`config.mk`:
```
export PLATFORM = sky130hd
export DESIGN_NAME = traffic_light_sequencer_ped_override
export DESIGN_NICKNAME = d
export VERILOG_FILES = /design/src/rtl/tlsp_pkg.sv /design/src/rtl/traffic_light_sequencer_ped_override.sv
export SDC_FILE = /design/constraint.sdc
export NUM_CORES = 1
export LEC_CHECK = 0
export ABC_AREA = 0
export BUFFER_PORTS_ARGS = -buffer_cell sky130_fd_sc_hd__buf_2
export CAP_MARGIN = 20
export CORE_MARGIN = 4
export CORE_UTILIZATION = 55
export DETAILED_ROUTE_END_ITERATION = 10
export PLACE_DENSITY = 0.75
export SYNTH_ARGS = -nofsm -noshare
export SYNTH_HDL_FRONTEND = slang
export SYNTH_SLANG_ARGS = --single-unit
```
`constraint.sdc`:
```
create_clock -name clk -period 4.2 [get_ports clk]
set_clock_uncertainty 0.2 [all_clocks]
set_input_delay 0.42 -clock clk [delete_from_list [all_inputs] [get_ports clk]]
set_output_delay 0.42 -clock clk [all_outputs]
set_load 0.01 [all_outputs]
```
`src/rtl/tlsp_pkg.sv`:
```
`default_nettype none
package tlsp_pkg;

	typedef enum logic [1:0] {
		LT_GREEN  = 2'd0,
		LT_YELLOW = 2'd1,
		LT_RED    = 2'd2
	} light_t;

	typedef enum logic [1:0] {
		OVR_IDLE  = 2'd0,
		OVR_CLEAR = 2'd1,
		OVR_WALK  = 2'd2
	} ovr_stage_t;

	typedef logic [2:0]  phase_t;
	typedef logic [15:0] ticks_t;

	localparam phase_t PH_NS_GO    = 3'd0;
	localparam phase_t PH_NS_READY = 3'd1;
	localparam phase_t PH_NS_STOP  = 3'd2;
	localparam phase_t PH_EW_GO    = 3'd3;
	localparam phase_t PH_EW_READY = 3'd4;
	localparam phase_t PH_EW_STOP  = 3'd5;

	localparam logic [2:0] REG_GO_TIME    = 3'd0;
	localparam logic [2:0] REG_READY_TIME = 3'd1;
	localparam logic [2:0] REG_STOP_TIME  = 3'd2;
	localparam logic [2:0] REG_CLEAR_TIME = 3'd3;
	localparam logic [2:0] REG_WALK_TIME  = 3'd4;

	localparam ticks_t GO_TIME_RST    = 16'd5000;
	localparam ticks_t READY_TIME_RST = 16'd2000;
	localparam ticks_t STOP_TIME_RST  = 16'd1000;
	localparam ticks_t CLEAR_TIME_RST = 16'd1000;
	localparam ticks_t WALK_TIME_RST  = 16'd2000;

	// Walk bits: bit 0 is NS walk, bit 1 is EW walk.
	localparam logic [1:0] WALK_NS = 2'b01;
	localparam logic [1:0] WALK_EW = 2'b10;

	function automatic light_t pat_ns(input phase_t p);
		light_t l;
		unique case (p)
			PH_NS_GO:                l = LT_GREEN;
			PH_NS_READY, PH_EW_STOP: l = LT_YELLOW;
			default:                 l = LT_RED;
		endcase
		return l;
	endfunction

	function automatic light_t pat_ew(input phase_t p);
		light_t l;
		unique case (p)
			PH_EW_GO:                 l = LT_GREEN;
			PH_NS_STOP, PH_EW_READY:  l = LT_YELLOW;
			default:                  l = LT_RED;
		endcase
		return l;
	endfunction

	function automatic logic [1:0] pat_walk(input phase_t p);
		logic [1:0] w;
		unique case (p)
			PH_NS_GO, PH_NS_READY: w = WALK_NS;
			PH_EW_GO, PH_EW_READY: w = WALK_EW;
			default:               w = 2'b00;
		endcase
		return w;
	endfunction

endpackage
`default_nettype wire

```
`src/rtl/traffic_light_sequencer_ped_override.sv`:
```
`default_nettype none
// Channel   Direction  Contents
// s_*       in         one tick transaction: ns_press, ew_press
// m_*       out        lights, walk signals, phase_now, override_busy after the tick
// cfg_*     in         register writes: go, ready, stop, clear, walk time
//
// Each tick transaction is processed combinationally and its result is on m_*
// in the next cycle; one transaction per cycle is sustained while m_tready is
// high, bounded by the single output register. s_tready is low only while a result
// waits and m_tready is low. arst_n resets timers, timing registers and state.
module traffic_light_sequencer_ped_override (
	input  wire logic        clk,
	input  wire logic        arst_n,
	input  wire logic        s_tvalid,
	output logic             s_tready,
	input  wire logic [7:0]  s_tdata,   // [0] ns_press, [1] ew_press
	output logic             m_tvalid,
	input  wire logic        m_tready,
	output logic [15:0]      m_tdata,   // [1:0] ns_light, [3:2] ew_light, [4] ns_walk,
	                                    // [5] ew_walk, [8:6] phase_now, [9] override_busy
	input  wire logic        cfg_wr_en,
	input  wire logic [2:0]  cfg_index,
	input  wire logic [15:0] cfg_data
);

	tlsp_pkg::ticks_t go_time_q, ready_time_q, stop_time_q, clear_time_q, walk_time_q;

	tlsp_pkg::phase_t     phase_q, phase_d;
	tlsp_pkg::ticks_t     phase_timer_q, phase_timer_d;
	tlsp_pkg::ovr_stage_t stage_q, stage_d;
	logic                 dir_q, dir_d;
	tlsp_pkg::ticks_t     ovr_timer_q, ovr_timer_d;
	tlsp_pkg::light_t     light_ns_q, light_ns_d, light_ew_q, light_ew_d;
	logic [1:0]           walk_q, walk_d;

	logic        out_valid_q;
	logic [15:0] out_data_q, out_data_d;

	logic             accept;
	logic             ns_p, ew_p;
	tlsp_pkg::ticks_t ph_len, ovr_len;
	logic             ph_expire, ovr_expire;
	tlsp_pkg::phase_t ph_next;
	logic             do_normal;

	function automatic tlsp_pkg::phase_t phase_t_inc(input tlsp_pkg::phase_t p);
		return p + 3'd1;
	endfunction

	assign s_tready = !out_valid_q || m_tready;
	assign accept   = s_tvalid && s_tready;
	assign m_tvalid = out_valid_q;
	assign m_tdata  = out_data_q;
	assign ns_p     = s_tdata[0];
	assign ew_p     = s_tdata[1];

	// Timers hold ticks already spent; a zero length expires at once.
	always_comb begin
		unique case (phase_q)
			tlsp_pkg::PH_NS_GO, tlsp_pkg::PH_EW_GO:       ph_len = go_time_q;
			tlsp_pkg::PH_NS_READY, tlsp_pkg::PH_EW_READY: ph_len = ready_time_q;
			default:                                      ph_len = stop_time_q;
		endcase
		ovr_len    = (stage_q == tlsp_pkg::OVR_CLEAR) ? clear_time_q : walk_time_q;
		ph_expire  = ({1'b0, phase_timer_q} + 17'd1) >= {1'b0, ph_len};
		ovr_expire = ({1'b0, ovr_timer_q} + 17'd1) >= {1'b0, ovr_len};
		ph_next    = (phase_q >= tlsp_pkg::PH_EW_STOP) ? tlsp_pkg::PH_NS_GO
		                                               : phase_t_inc(phase_q);
	end

	// Next state
	always_comb begin
		phase_d       = phase_q;
		phase_timer_d = phase_timer_q;
		stage_d       = stage_q;
		dir_d         = dir_q;
		ovr_timer_d   = ovr_timer_q;
		light_ns_d    = light_ns_q;
		light_ew_d    = light_ew_q;
		walk_d        = walk_q;
		do_normal     = 1'b0;

		unique case (stage_q)
			tlsp_pkg::OVR_IDLE: begin
				if (ns_p || ew_p) begin
					dir_d       = !ns_p;
					stage_d     = tlsp_pkg::OVR_CLEAR;
					ovr_timer_d = '0;
					if (ns_p) begin
						light_ew_d = tlsp_pkg::LT_YELLOW;
						walk_d     = walk_q & tlsp_pkg::WALK_NS;
					end else begin
						light_ns_d = tlsp_pkg::LT_YELLOW;
						walk_d     = walk_q & tlsp_pkg::WALK_EW;
					end
				end else begin
					do_normal = 1'b1;
				end
			end
			tlsp_pkg::OVR_CLEAR: begin
				if (ovr_expire) begin
					stage_d     = tlsp_pkg::OVR_WALK;
					ovr_timer_d = '0;
					if (!dir_q) begin
						light_ns_d = tlsp_pkg::LT_GREEN;
						light_ew_d = tlsp_pkg::LT_RED;
						walk_d     = tlsp_pkg::WALK_NS;
					end else begin
						light_ns_d = tlsp_pkg::LT_RED;
						light_ew_d = tlsp_pkg::LT_GREEN;
						walk_d     = tlsp_pkg::WALK_EW;
					end
				end else begin
					ovr_timer_d = ovr_timer_q + 16'd1;
				end
			end
			tlsp_pkg::OVR_WALK: begin
				if (ovr_expire) begin
					stage_d     = tlsp_pkg::OVR_IDLE;
					ovr_timer_d = '0;
					do_normal   = 1'b1;
				end else begin
					ovr_timer_d = ovr_timer_q + 16'd1;
				end
			end
			default: begin
				stage_d = tlsp_pkg::OVR_IDLE;
			end
		endcase

		if (do_normal) begin
			if (ph_expire) begin
				phase_d       = ph_next;
				phase_timer_d = '0;
				light_ns_d    = tlsp_pkg::pat_ns(ph_next);
				light_ew_d    = tlsp_pkg::pat_ew(ph_next);
				walk_d        = tlsp_pkg::pat_walk(ph_next);
			end else begin
				phase_timer_d = phase_timer_q + 16'd1;
			end
		end
	end

	// Result word, taken from the state after this tick
	always_comb begin
		out_data_d       = '0;
		out_data_d[1:0]  = light_ns_d;
		out_data_d[3:2]  = light_ew_d;
		out_data_d[4]    = walk_d[0];
		out_data_d[5]    = walk_d[1];
		out_data_d[8:6]  = phase_d;
		out_data_d[9]    = (stage_d != tlsp_pkg::OVR_IDLE);
	end

	always_ff @(posedge clk or negedge arst_n) begin
		if (!arst_n) begin
			go_time_q    <= tlsp_pkg::GO_TIME_RST;
			ready_time_q <= tlsp_pkg::READY_TIME_RST;
			stop_time_q  <= tlsp_pkg::STOP_TIME_RST;
			clear_time_q <= tlsp_pkg::CLEAR_TIME_RST;
			walk_time_q  <= tlsp_pkg::WALK_TIME_RST;
		end else if (cfg_wr_en) begin
			unique case (cfg_index)
				tlsp_pkg::REG_GO_TIME:    go_time_q    <= cfg_data;
				tlsp_pkg::REG_READY_TIME: ready_time_q <= cfg_data;
				tlsp_pkg::REG_STOP_TIME:  stop_time_q  <= cfg_data;
				tlsp_pkg::REG_CLEAR_TIME: clear_time_q <= cfg_data;
				tlsp_pkg::REG_WALK_TIME:  walk_time_q  <= cfg_data;
				default: ;
			endcase
		end
	end

	always_ff @(posedge clk or negedge arst_n) begin
		if (!arst_n) begin
			phase_q       <= tlsp_pkg::PH_NS_GO;
			phase_timer_q <= '0;
			stage_q       <= tlsp_pkg::OVR_IDLE;
			dir_q         <= 1'b0;
			ovr_timer_q   <= '0;
			light_ns_q    <= tlsp_pkg::LT_GREEN;
			light_ew_q    <= tlsp_pkg::LT_RED;
			walk_q        <= tlsp_pkg::WALK_NS;
		end else if (accept) begin
			phase_q       <= phase_d;
			phase_timer_q <= phase_timer_d;
			stage_q       <= stage_d;
			dir_q         <= dir_d;
			ovr_timer_q   <= ovr_timer_d;
			light_ns_q    <= light_ns_d;
			light_ew_q    <= light_ew_d;
			walk_q        <= walk_d;
		end
	end

	always_ff @(posedge clk or negedge arst_n) begin
		if (!arst_n) begin
			out_valid_q <= 1'b0;
		end else if (accept) begin
			out_valid_q <= 1'b1;
		end else if (m_tready) begin
			out_valid_q <= 1'b0;
		end
	end

	always_ff @(posedge clk) begin
		if (accept) begin
			out_data_q <= out_data_d;
		end
	end

endmodule
`default_nettype wire

```
# Word-level counts from Yosys, hierarchy flattened
# Index checks and enable logic that the tools add are counted.
classes:
  addsub: 5
  n_lt_le_gt_ge: 3
  eq_ne: 15
  mux: 42
  reduce_logical: 27
op_table:
  columns: ["cell", "n"]
  rows:
  - ["16-bit 2-to-1 mux", 4]
  - ["16-bit one-hot mux with 2 select lines", 2]
  - ["2-bit 2-to-1 mux", 21]
  - ["16-bit by 1-bit adder with 17-bit output, second input constant", 2]
  - ["17-bit by 16-bit greater-or-equal comparator with 1-bit output", 2]
  - ["16-bit by 1-bit adder with 16-bit output, second input constant", 2]
  - ["2-bit one-hot mux with 2 select lines", 6]
  - ["3-bit by 2-bit == test with 1-bit output, second input constant", 5]
  - ["2-bit OR reduction", 7]
  - ["3-bit == test, second input constant", 4]
  - ["2-bit AND reduction", 6]
  - ["3-bit by 1-bit == test with 1-bit output, second input constant", 3]
  - ["3-bit zero test", 3]
  - ["3-bit 2-to-1 mux", 3]
  - ["2-bit one-hot mux with 3 select lines", 1]
  - ["3-bit AND reduction", 2]
  - ["2-bit nonzero test", 3]
  - ["1-bit 2-to-1 mux", 4]
  - ["3-bit by 1-bit adder with 3-bit output, second input constant", 1]
  - ["3-bit greater-or-equal comparator, second input constant", 1]
  - ["2-bit by 1-bit == test with 1-bit output, second input constant", 1]
  - ["2-bit == test, second input constant", 1]
  - ["1-bit zero test", 2]
  - ["2-bit zero test", 1]
  - ["4 further kinds", 5]
totals:
  ff_bits: 135
  input_bits: 32
  out_inout_bits: 18
  elab_cells: 107

# Logic depth before layout (Yosys ltp)
# Gate-level depths: netlist of run 1.
depth:
  word_depth: 7
  ltp_mapped: 16

# Worst setup path after synthesis of run 1
# Ideal clock, no wire load.
synth_path:
  path_kind: "register -> register"
  startpoint: "reg stage_q[1]"
  endpoint: "reg out_data_q[6] (netlist: m_tdata[6]), data pin"
  setup_time_ns: 0.262
  arrival_ns: 3.702
  required_time_ns: 3.738
  slack_ns: 0.036
  path_stages_with_launch: 14
  n_path_buf: 3
  period_less_slack_ns: 4.164
  path_cell_list: "dfrtp_1 -> inv_1 -> ha_1 -> buf_1 -> clkbuf_1 -> mux2i_1 -> ha_1 -> a211oi_1 -> nor2_1 -> o311ai_2 -> a31oi_2 -> o31ai_4 -> buf_2 -> mux2_1"
synth_via:
  elab_chain_cells: 6
  word_cells_on_any_way: 8
  classes_between: "order compare: 1; eq/ne: 2; mux: 4; reduce/logical: 1"
synth_rtl:
  columns: ["element", "line", "source"]
  rows:
  - ["start: declaration", "traffic_light_sequencer_ped_override.sv:30", "tlsp_pkg::ovr_stage_t stage_q, stage_d;"]
  - ["start signal: assignment", "traffic_light_sequencer_ped_override.sv:178", "stage_q <= tlsp_pkg::OVR_IDLE;"]
  - ["start signal: assignment", "traffic_light_sequencer_ped_override.sv:187", "stage_q <= stage_d;"]
  - ["2-bit by 1-bit == test with 1-bit output", "traffic_light_sequencer_ped_override.sv:64", "ovr_len = (stage_q == tlsp_pkg::OVR_CLEAR) ? clear_time_q : walk_time_q;"]
  - ["16-bit 2-to-1 mux", "traffic_light_sequencer_ped_override.sv:64", null]
  - ["17-bit by 16-bit greater-or-equal comparator with 1-bit output", "traffic_light_sequencer_ped_override.sv:66", "ovr_expire = ({1'b0, ovr_timer_q} + 17'd1) >= {1'b0, ovr_len};"]
  - ["1-bit 2-to-1 mux", "traffic_light_sequencer_ped_override.sv:118", "if (ovr_expire) begin"]
  - ["1-bit one-hot mux with 2 select lines *", "traffic_light_sequencer_ped_override.sv:83", "unique case (stage_q)"]
  - ["3-bit 2-to-1 mux *", "traffic_light_sequencer_ped_override.sv:131", "if (do_normal) begin"]
  - ["via out_data_d[6]", "traffic_light_sequencer_ped_override.sv:37", "logic [15:0] out_data_q, out_data_d;"]
  - ["end signal: assignment", "traffic_light_sequencer_ped_override.sv:208", "out_data_q <= out_data_d;"]
  - ["end: declaration", "traffic_light_sequencer_ped_override.sv:37", null]
# Mark *: on every way through the listed nets, which the timed path passes. The rest lies on a longest branch.
# A chain may end at the register's enable or synchronous reset.

# Final worst setup path of run 1
layout_path:
  startpoint: "reg phase_q[0]"
  endpoint: "reg phase_timer_q[14]"
layout_via:
  elab_chain_cells: 5
  word_cells_on_any_way: 9
  classes_between: "order compare: 1; eq/ne: 3; mux: 2; reduce/logical: 3"
layout_rtl:
  columns: ["element", "line", "source"]
  rows:
  - ["start: declaration", "traffic_light_sequencer_ped_override.sv:28", "tlsp_pkg::phase_t phase_q, phase_d;"]
  - ["start signal: assignment", "traffic_light_sequencer_ped_override.sv:176", "phase_q <= tlsp_pkg::PH_NS_GO;"]
  - ["start signal: assignment", "traffic_light_sequencer_ped_override.sv:185", "phase_q <= phase_d;"]
  - ["3-bit by 1-bit == test with 1-bit output, or another cell as far along", "traffic_light_sequencer_ped_override.sv:59", "unique case (phase_q)"]
  - ["2-bit OR reduction", "traffic_light_sequencer_ped_override.sv:59", null]
  - ["16-bit one-hot mux with 2 select lines *", "traffic_light_sequencer_ped_override.sv:59", null]
  - ["17-bit by 16-bit greater-or-equal comparator with 1-bit output *", "traffic_light_sequencer_ped_override.sv:65", "ph_expire = ({1'b0, phase_timer_q} + 17'd1) >= {1'b0, ph_len};"]
  - ["16-bit 2-to-1 mux *", "traffic_light_sequencer_ped_override.sv:132", "if (ph_expire) begin"]
  - ["end signal: assignment", "traffic_light_sequencer_ped_override.sv:186", "phase_timer_q <= phase_timer_d;"]
  - ["end: declaration", "traffic_light_sequencer_ped_override.sv:29", "tlsp_pkg::ticks_t phase_timer_q, phase_timer_d;"]
# Mark *: on every way between the ends. The rest lies on a longest branch, timed or not.

==> results by stage, run 1 <==
Drt:
- Once detail routing completed, the nets flagged for antenna violations numbered 0.
- After detailed routing, the total wire length is roughly 16 mm.
- The via count is between 5000 and 6000.
- The total DRC errors in the routed layout is 0.
- The detailed-route vias per instance is about 6.
- After the first detailed-routing iteration, the DRC count stood at ~350.
- The final routed wire length divided by cell count is about 18 um.
- For this run, the detailed router's first-pass iteration total came to 5.

Global route:
- The first-pass GRT wire length is 27.0 mm.
- The aggregate global-route resource usage is between 20% and 30%.
- The number of global-route vias before repair is approximately 5600.
- The pin count of the biggest net entering global routing is 76.
- The initial antenna violation count is 1.
- The total overflow reported by the global router is 0.

Setup path:
- Counting both buffers and inverters, the worst setup path holds a total of 4.
- The path type of the worst setup path is reg -> reg.
- For this run, the slowest stage of the critical path takes around 0.52 ns.
- STA classifies the critical path startpoint as a flip-flop.
- Among all stages on the critical path, the largest delay is contributed by sky130_fd_sc_hd__dfrtp_1.
- The family with the most delay on the worst path is compound AO/OA/AOI/OAI gates.
- At the worst endpoint, the required time is 4.32 ns.
- At the worst endpoint, the arrival time is about 4 ns.
- The cell occurring most often along the worst timing path is sky130_fd_sc_hd__o21ai_0.
- The largest fanout on the critical path is 16.
- The critical path goes through inv_1 -> ha_1 -> mux2_2 -> a22oi_1 -> nand2_1 -> o21ai_0 -> ha_1 -> a21oi_1 -> o21ai_0 -> a221oi_2 -> o211ai_4 -> buf_4 -> inv_1 -> buf_4 -> nand2_1 -> o21ai_0.
- The worst setup path is captured at a flip-flop.

Placed design:
- Once placement finished, the instance area stood at 7880 um2.
- The global placement routability congestion is just under 0.9.
- The HPWL after detailed placement is ~11 mm.
- Prior to clock tree synthesis, the placed netlist has a worst setup slack of 0.116 ns.
- The placed cell count is slightly below 900.
- The quantity of I/O buffers inserted on ports is 37.

Logic synthesis:
- The post-synthesis area per instance is around 11 um2.
- The synthesized netlist devotes between 10% and 20% of its cell area to compound gates.
- By count the netlist is led by 94 x sky130_fd_sc_hd__dfrtp_1, 87 x sky130_fd_sc_hd__mux2_2, 69 x sky130_fd_sc_hd__nand2_1.
- In this run, distinct cell masters in the synthesized netlist total 62.
- After synthesis, the cell types taking the most area are sky130_fd_sc_hd__dfrtp_1 31%, sky130_fd_sc_hd__mux2_2 13%, sky130_fd_sc_hd__dfstp_2 11%.
- For this run, the leading register cell type out of synthesis is sky130_fd_sc_hd__dfrtp_1.
- Sequential elements use between 40% and 50% of the synthesized area.
- The fraction of synthesized cell area taken by the top area cell type is roughly a third.
- The xor/xnor cell area share of the yosys netlist is 3.28%.
- Synthesis produced between 600 and 700 cells.
- The dominant combinational cell family by area after synthesis is multiplexers.
- Counting flops with an async set or reset pin after synthesis yields a share of between 90% and 100%.
- Yosys mapped a number of flops with a built-in enable equal to 10.
- Synthesis inferred 135 register bits.
- Summing the areas of all fa, ha and maj instances in the mapped netlist gives 7.03% of the synthesized area.
- Summing every instance area after synthesis gives between 7000 and 8000 um2.
- The library cell occupying the most area in the post-synthesis netlist is sky130_fd_sc_hd__dfrtp_1.
- In the post-synthesis netlist, the cell with the most instances is sky130_fd_sc_hd__dfrtp_1.
- Of the total synthesized cell area, the portion taken by AND, OR, NAND and NOR gates is 11.9%.
- The Yosys warning count is 0.
- Multiplexer cells account for between 15 and 20% of the synthesized area.

Floorplanning:
- The width of the chip is 125 um.
- The die covers ~16000 um2.
- The number of cell rows is 42.
- The initial utilization of the core area, before any placement, comes to a little under three fifths.
- The core region is roughly 13000 um2.
- The height of the die is between 100 and 150 um.
- In this run the count of I/O pins placed on the die edge is 50.

Finish:
- The net total in the final layout is 790.
- The final cell area excluding filler cells is roughly 8500 um2.
- The final cell count without fillers is between 900 and 1000.
- The repair_antennas step left the layout with diodes totalling 0.
- Relative to the synthesized area, the layout overhead comes to 14.1%.
- Cells with a size suffix above 1 make up 30.3% of the layout.
- The utilization of the core after routing is between 60% and 70%.

STA:
- The worst setup margin is just over 0.3 ns.
- The worst hold slack is 0.0585 ns.
- The hold violation total from the final report was 0.
- Setup repair after global routing left no endpoint under its margin.
- In the finished design, the share of the clock period the worst path needs comes to approximately 93%.
- The clock period minus final worst setup slack is a little under 4 ns.
- The actual slew at the worst max-slew pin is between 0.9 and 1 ns.
- In this run the tightest slew margin relative to its limit is between 30% and 40%.
- Timing would allow up to approximately 0.26 GHz.
- The number of setup violations in the final report is 0.
- Summed over all failing endpoints, the final setup total negative slack is 0 ns.
- The count of pins over their slew limit is 0.

Clock network:
- The tree built by TritonCTS fans out to around 140 sinks.
- The longest clock path from root to sink contains 2 buffers.
- The clock tree root buffer cell is sky130_fd_sc_hd__clkbuf_16.
- The clock input transition at the sequential cells of the worst setup and hold paths is 0.06 ns.
- TritonCTS built the clock tree.
- At the later pin of the worst-skew pair, clock insertion delay measures roughly 0.42 ns.
- CTS built an H-tree with a depth of 4.
- The number of buffers created by CTS is 17.

Power and ir drop:
- For this design the ratio of total power to cell area is 518 nW/um2.
- VDD sags by at most around 0.32 mV.
- The standby leakage power is 3.75 nW.
- After layout, the design draws a total of approximately 4.4 mW.

Run:
- The number of max-cap violations is 0.

Worst hold path:
- The worst hold path belongs to the class in -> reg.

Status:
- The run finished with clean final reports.
[state kept, by name, indices dropped and copies added, names as in the netlist, 3 cells and up]
name and flops:
clear_time_q 16, go_time_q 16, ovr_timer_q 16, phase_timer_q 16, ready_time_q 16, stop_time_q 16
walk_time_q 16, m_tdata 10, phase_q 3
[kinds of logic (layout without fill, tap and decap cells)]
| logic type | count (synthesis) | count (layout) |
|---|---|---|
| xor+xnor | 28 | 28 |
| other cells | 1 | 6 |
| fa+ha+maj | 42 | 42 |
| compound gates | 139 | 139 |
| mux | 107 | 107 |
| simple gates | 174 | 174 |
| buf+inv | 48 | 98 |
| flops | 135 | 135 |
[per-layer routing]
layer / share of wire, % / vias up / track usage [%]
li1: - / 2554 / -
met1: 43 / 2655 / 27.5
met2: 49 / 164 / 35.2
met3: 5.2 / 33 / 5.06
met4: 2.3 / 2 / 8.32
met5: 0.080 / - / 0
[final cells by class]
class,count,area [um2]
repair buffers,52,333
clock inverters,10,92.6
clock buffers,22,485
inverters,14,52.6
well taps,176,220
fillers,1017,4770
multi-input cells,496,3870
flip-flops and latches,135,3470
[cell usage in the layout, fill, tap and decap left out, types with 6 or more instances in the layout]
cell type / synthesis / final
sky130_fd_sc_hd__nand2_1: 69 / 69
sky130_fd_sc_hd__xnor2_1: 13 / 13
sky130_fd_sc_hd__mux2i_1: 17 / 16
sky130_fd_sc_hd__and3_1: 11 / 11
sky130_fd_sc_hd__conb_1: 1 / 6
sky130_fd_sc_hd__a31oi_1: 10 / 10
sky130_fd_sc_hd__xor2_1: 15 / 15
sky130_fd_sc_hd__ha_1: 42 / 42
sky130_fd_sc_hd__o21ai_0: 48 / 48
sky130_fd_sc_hd__clkbuf_16: 0 / 18
sky130_fd_sc_hd__dfrtp_1: 94 / 94
sky130_fd_sc_hd__nand2b_1: 9 / 9
sky130_fd_sc_hd__inv_1: 14 / 14
sky130_fd_sc_hd__mux2_2: 87 / 87
sky130_fd_sc_hd__buf_2: 5 / 36
sky130_fd_sc_hd__nand4_1: 8 / 8
sky130_fd_sc_hd__nand3_1: 20 / 20
sky130_fd_sc_hd__dfstp_2: 31 / 31
sky130_fd_sc_hd__a22oi_1: 16 / 16
sky130_fd_sc_hd__a21oi_1: 18 / 18
sky130_fd_sc_hd__a22o_1: 14 / 14
sky130_fd_sc_hd__buf_4: 7 / 10
sky130_fd_sc_hd__nor3_1: 11 / 9
sky130_fd_sc_hd__edfxtp_1: 10 / 10
sky130_fd_sc_hd__nor2_1: 23 / 23
[power by group]
part	switching [mW]	internal [mW]	total, mW
combinational	0.637	0.533	1.17
sequential	0.166	1.64	1.80
clock	0.559	0.881	1.44
total	1.36	3.05	4.41
[timing repair]
| action | 4_1_cts | 5_1_grt |
|---|---|---|
| resized for setup | 0 | 3 |
| hold buffers | 2 | 0 |
| endpoints found under the setup margin | 0 | 30 |
| buffers inserted | 0 | 0 |
| endpoints found under the hold margin | 54 | 0 |
[worst reg2reg max path, cell delays in order, from the launching register on]
cell and delay, ns:
sky130_fd_sc_hd__dfrtp_1 0.52, sky130_fd_sc_hd__inv_1 0.13, sky130_fd_sc_hd__ha_1 0.23, sky130_fd_sc_hd__mux2_2 0.43, sky130_fd_sc_hd__a22oi_1 0.21, sky130_fd_sc_hd__nand2_1 0.07
sky130_fd_sc_hd__o21ai_0 0.10, sky130_fd_sc_hd__ha_1 0.29, sky130_fd_sc_hd__a21oi_1 0.12, sky130_fd_sc_hd__o21ai_0 0.16, sky130_fd_sc_hd__a221oi_2 0.40, sky130_fd_sc_hd__o211ai_4 0.16
sky130_fd_sc_hd__buf_4 0.20, sky130_fd_sc_hd__inv_1 0.09, sky130_fd_sc_hd__buf_4 0.22, sky130_fd_sc_hd__nand2_1 0.08, sky130_fd_sc_hd__o21ai_0 0.18
[final timing paths]
| path | startpoint | end | slack (ns) | cells past startpoint |
|---|---|---|---|---|
| max | phase_q[0] | phase_timer_q[14] | 0.31 | 16 |
| min | s_tdata[0] | dir_q | 0.06 | 2 |
| max reg2reg | phase_q[0] | phase_timer_q[14] | 0.31 | 16 |
| min reg2reg | stop_time_q[11] | stop_time_q[11] | 0.30 | 1 |
| max in group asynchronous | arst_n | clear_time_q[3] | 2.33 | 3 |
| min in group asynchronous | arst_n | dir_q | 0.48 | 2 |
Power figures use the tool's default switching activity.
==> run 2: changes to the inputs <==
--- a/config.mk
+++ b/config.mk
@@ -11,7 +11,9 @@
 export CORE_MARGIN = 4
 export CORE_UTILIZATION = 55
 export DETAILED_ROUTE_END_ITERATION = 10
+export HOLD_SLACK_MARGIN = 0.08
 export PLACE_DENSITY = 0.75
+export REMOVE_ABC_BUFFERS = 1
 export SYNTH_ARGS = -nofsm -noshare
 export SYNTH_HDL_FRONTEND = slang
 export SYNTH_SLANG_ARGS = --single-unit
==> run 2 against run 1 <==
Net effect:
- routed wire length increased by 1.1%
- first-iteration DRC count increased by 4.5%
- highest routed layer is now met4
- clock-buffer cell count increased by 3
- design area increased by 0.13%
- clock power about the same
- setup slack got worse by 0.16 ns
==> results by stage, run 2 (synthesized netlist as in run 1, its figures left out) <==
Status:
- The flow ran to the end, and the final reports show no timing, DRC or antenna violations.

Floorplanning:
- The width of the chip is between 100 and 150 um.
- The die covers 15500 um2.
- For this design the top-level I/O count stands at 50.
- Row generation in the floorplan step produced 42 rows.
- The initial standard-cell utilization of the core is 56.2%.
- The core box area is 13300 um2.
- The height of the die is 125 um.

Clock network:
- The maximum clock insertion buffer count is 2.
- For this design, the sink count on the clock tree is between 100 and 150.
- The H-tree was split into 4 levels.
- TritonCTS built the clock tree.
- The tree is rooted in a sky130_fd_sc_hd__clkbuf_16.
- The clock input transition at the sequential cells of the worst setup and hold paths is 0.06 ns.
- The clock latency on the worst-skew pair is 0.42 ns.
- Clock tree synthesis inserted a total of 17 buffers.

Drt:
- Before antenna repair, the detailed router went through 5 iterations.
- In the routed design, unresolved DRC markers number 0.
- The number of DRC markers in iteration 0 is between 300 and 400.
- The number of nets with antenna violations after routing is 0.
- The via count is 5397.
- Using the TritonRoute via totals, the vias-per-cell ratio works out to approximately 6.
- The total routed wirelength is 16.4 mm.
- The final routed wire length divided by cell count is approximately 18 um.

Placed design:
- The total placed instance area is between 7000 and 8000 um2.
- The post-placement setup slack is 0.130 ns.
- The placed cell count is 870.
- The HPWL after detailed placement is approximately 11 mm.
- The congestion estimate from routability-driven global placement came to 0.834.
- During placement, the flow inserted port buffers numbering 37.

STA:
- Setup violations remaining at the end of the flow were counted as 0.
- The count of pins over their slew limit was 0.
- The clock period minus final worst setup slack is around 4.1 ns.
- The hold violation total from the final report came to 0.
- Across all setup checks in the final design, the least slack found is 0.149 ns.
- The final critical path takes up 96.5% of the cycle.
- The worst hold slack is between 0.09 and 0.1 ns.
- Setup total negative slack on the finished layout was measured at 0 ns.
- The worst max-slew margin expressed relative to the limit is 34.9%.
- The maximum clock frequency is 0.247 GHz.
- The actual slew at the worst max-slew pin is about 0.97 ns.

Finish:
- The number of diodes added for antenna fixing is 0.
- The library cells used most frequently in the layout, excluding fill and tap cells, are 94 x sky130_fd_sc_hd__dfrtp_1, 87 x sky130_fd_sc_hd__mux2_2, 69 x sky130_fd_sc_hd__nand2_1.
- After the last flow step, the layout net total stands at between 700 and 800.
- From synthesis to final layout, the design area changed by 14.2%.
- The share of cells above drive strength 1 is between 30% and 40%.
- The most common library cell in the layout ignoring fill and taps is sky130_fd_sc_hd__dfrtp_1.
- Cells fill 64.2% of the core in the end.
- The final cell count without fillers is slightly above 900.
- The finished cells cover approximately 8500 um2.

Setup path:
- Following the worst setup path forward leads to its endpoint at m_tdata[3].
- The start point of the critical path is phase_timer_q[0].
- The path type of the worst setup path is reg -> reg.
- The endpoint identified for the worst register-to-register timing path is m_tdata[3].
- For the worst setup path, the data arrival time is between 4 and 5 ns.
- The launching point of the worst reg2reg path is phase_timer_q[0].
- The slack of the worst reg-to-reg path is approximately 0.15 ns.
- STA puts the critical path data required time at roughly 4.2 ns.
- The largest fanout on the critical path is 14.
- The path depth of the worst reg2reg path is 14.
- The endpoint type of the worst setup path is a flip-flop.
- STA classifies the critical path startpoint as a flip-flop.

Power and ir drop:
- The post-route total power is about 4.4 mW.
- The power density relative to cell area is between 500 and 600 nW/um2.
- In this run the static leakage power is 3.76 nW.
- The worst-case vdd ir drop is about 0.32 mV.

Global route:
- The aggregate global-route resource usage is roughly 22%.
- The initial antenna violation count was 0.
- The number of global-route vias before repair was 5627.
- Entering global routing, the biggest net connects 72 pins.
- The total overflow reported by the global router is 0.
- The first global-routing pass estimated ~28 mm of wire.

Run:
- The tool flagged a number of max-cap violations equal to 0.

Worst hold path:
- The worst hold path belongs to the class in -> reg.
==> run 2: power by group <==
group	leakage [nW]	total [mW]	switching, mW	internal, mW
logic	1.86	1.16	0.635	0.530
registers	1.61	1.80	0.162	1.64
clock network	0.295	1.46	0.539	0.920
total	3.76	4.42	1.34	3.09
==> run 2: final cells by class <==
| class | count | area (um2) |
|---|---|---|
| clock inverters | 7 | 63.8 |
| fillers | 992 | 4760 |
| well taps | 176 | 220 |
| clock buffers | 25 | 526 |
| multi-input cells | 496 | 3860 |
| inverters | 14 | 52.6 |
| repair buffers | 54 | 338 |
| flip-flops and latches | 135 | 3470 |
==> run 2: layer usage <==
| metal | GRT usage, % | wire length (um) | vias to the layer above |
|---|---|---|---|
| li1 | - | - | 2543 |
| met1 | 27.6 | 7090 | 2669 |
| met2 | 36.4 | 8130 | 151 |
| met3 | 5.45 | 825 | 34 |
| met4 | 8.45 | 387 | 0 |
| met5 | 0 | 0 | - |
==> run 2: repair_timing <==
item                                    CTS  global route
endpoints found under the setup margin    0            25
hold buffers                              3             0
setup buffers                             0             0
hold endpoints to repair                 53             0
gates resized for setup                   0             2
==> run 2: worst min-delay path by stage <==
| stage | slack, ns | depth (start not counted) | endpoint | from |
|---|---|---|---|---|
| 2_1_floorplan | -0.08 | 0 | clear_time_q[0] | arst_n |
| 3_3_place_gp | 0.28 | 1 | stop_time_q[14] | stop_time_q[14] |
| 3_5_place_dp | 0.29 | 1 | stop_time_q[10] | stop_time_q[10] |
| 4_1_cts | 0.09 | 2 | ready_time_q[0] | cfg_data[0] |
| 5_1_grt | 0.1 | 2 | ready_time_q[15] | cfg_data[15] |
| 6_report | 0.1 | 2 | stop_time_q[1] | cfg_data[1] |
==> run 2: worst max-delay path: stages (launching register included) <==
cell	delay [ns]
sky130_fd_sc_hd__dfrtp_1	0.46
sky130_fd_sc_hd__and3_1	0.18
sky130_fd_sc_hd__nand3_1	0.18
sky130_fd_sc_hd__nor3_1	0.51
sky130_fd_sc_hd__nand3_1	0.16
sky130_fd_sc_hd__xnor2_1	0.19
sky130_fd_sc_hd__ha_1	0.31
sky130_fd_sc_hd__nand3_1	0.07
sky130_fd_sc_hd__nor3_1	0.32
sky130_fd_sc_hd__nand3_1	0.20
sky130_fd_sc_hd__o211ai_4	0.27
sky130_fd_sc_hd__o31ai_4	0.21
sky130_fd_sc_hd__buf_4	0.23
sky130_fd_sc_hd__nor3_1	0.22
sky130_fd_sc_hd__a31oi_1	0.07
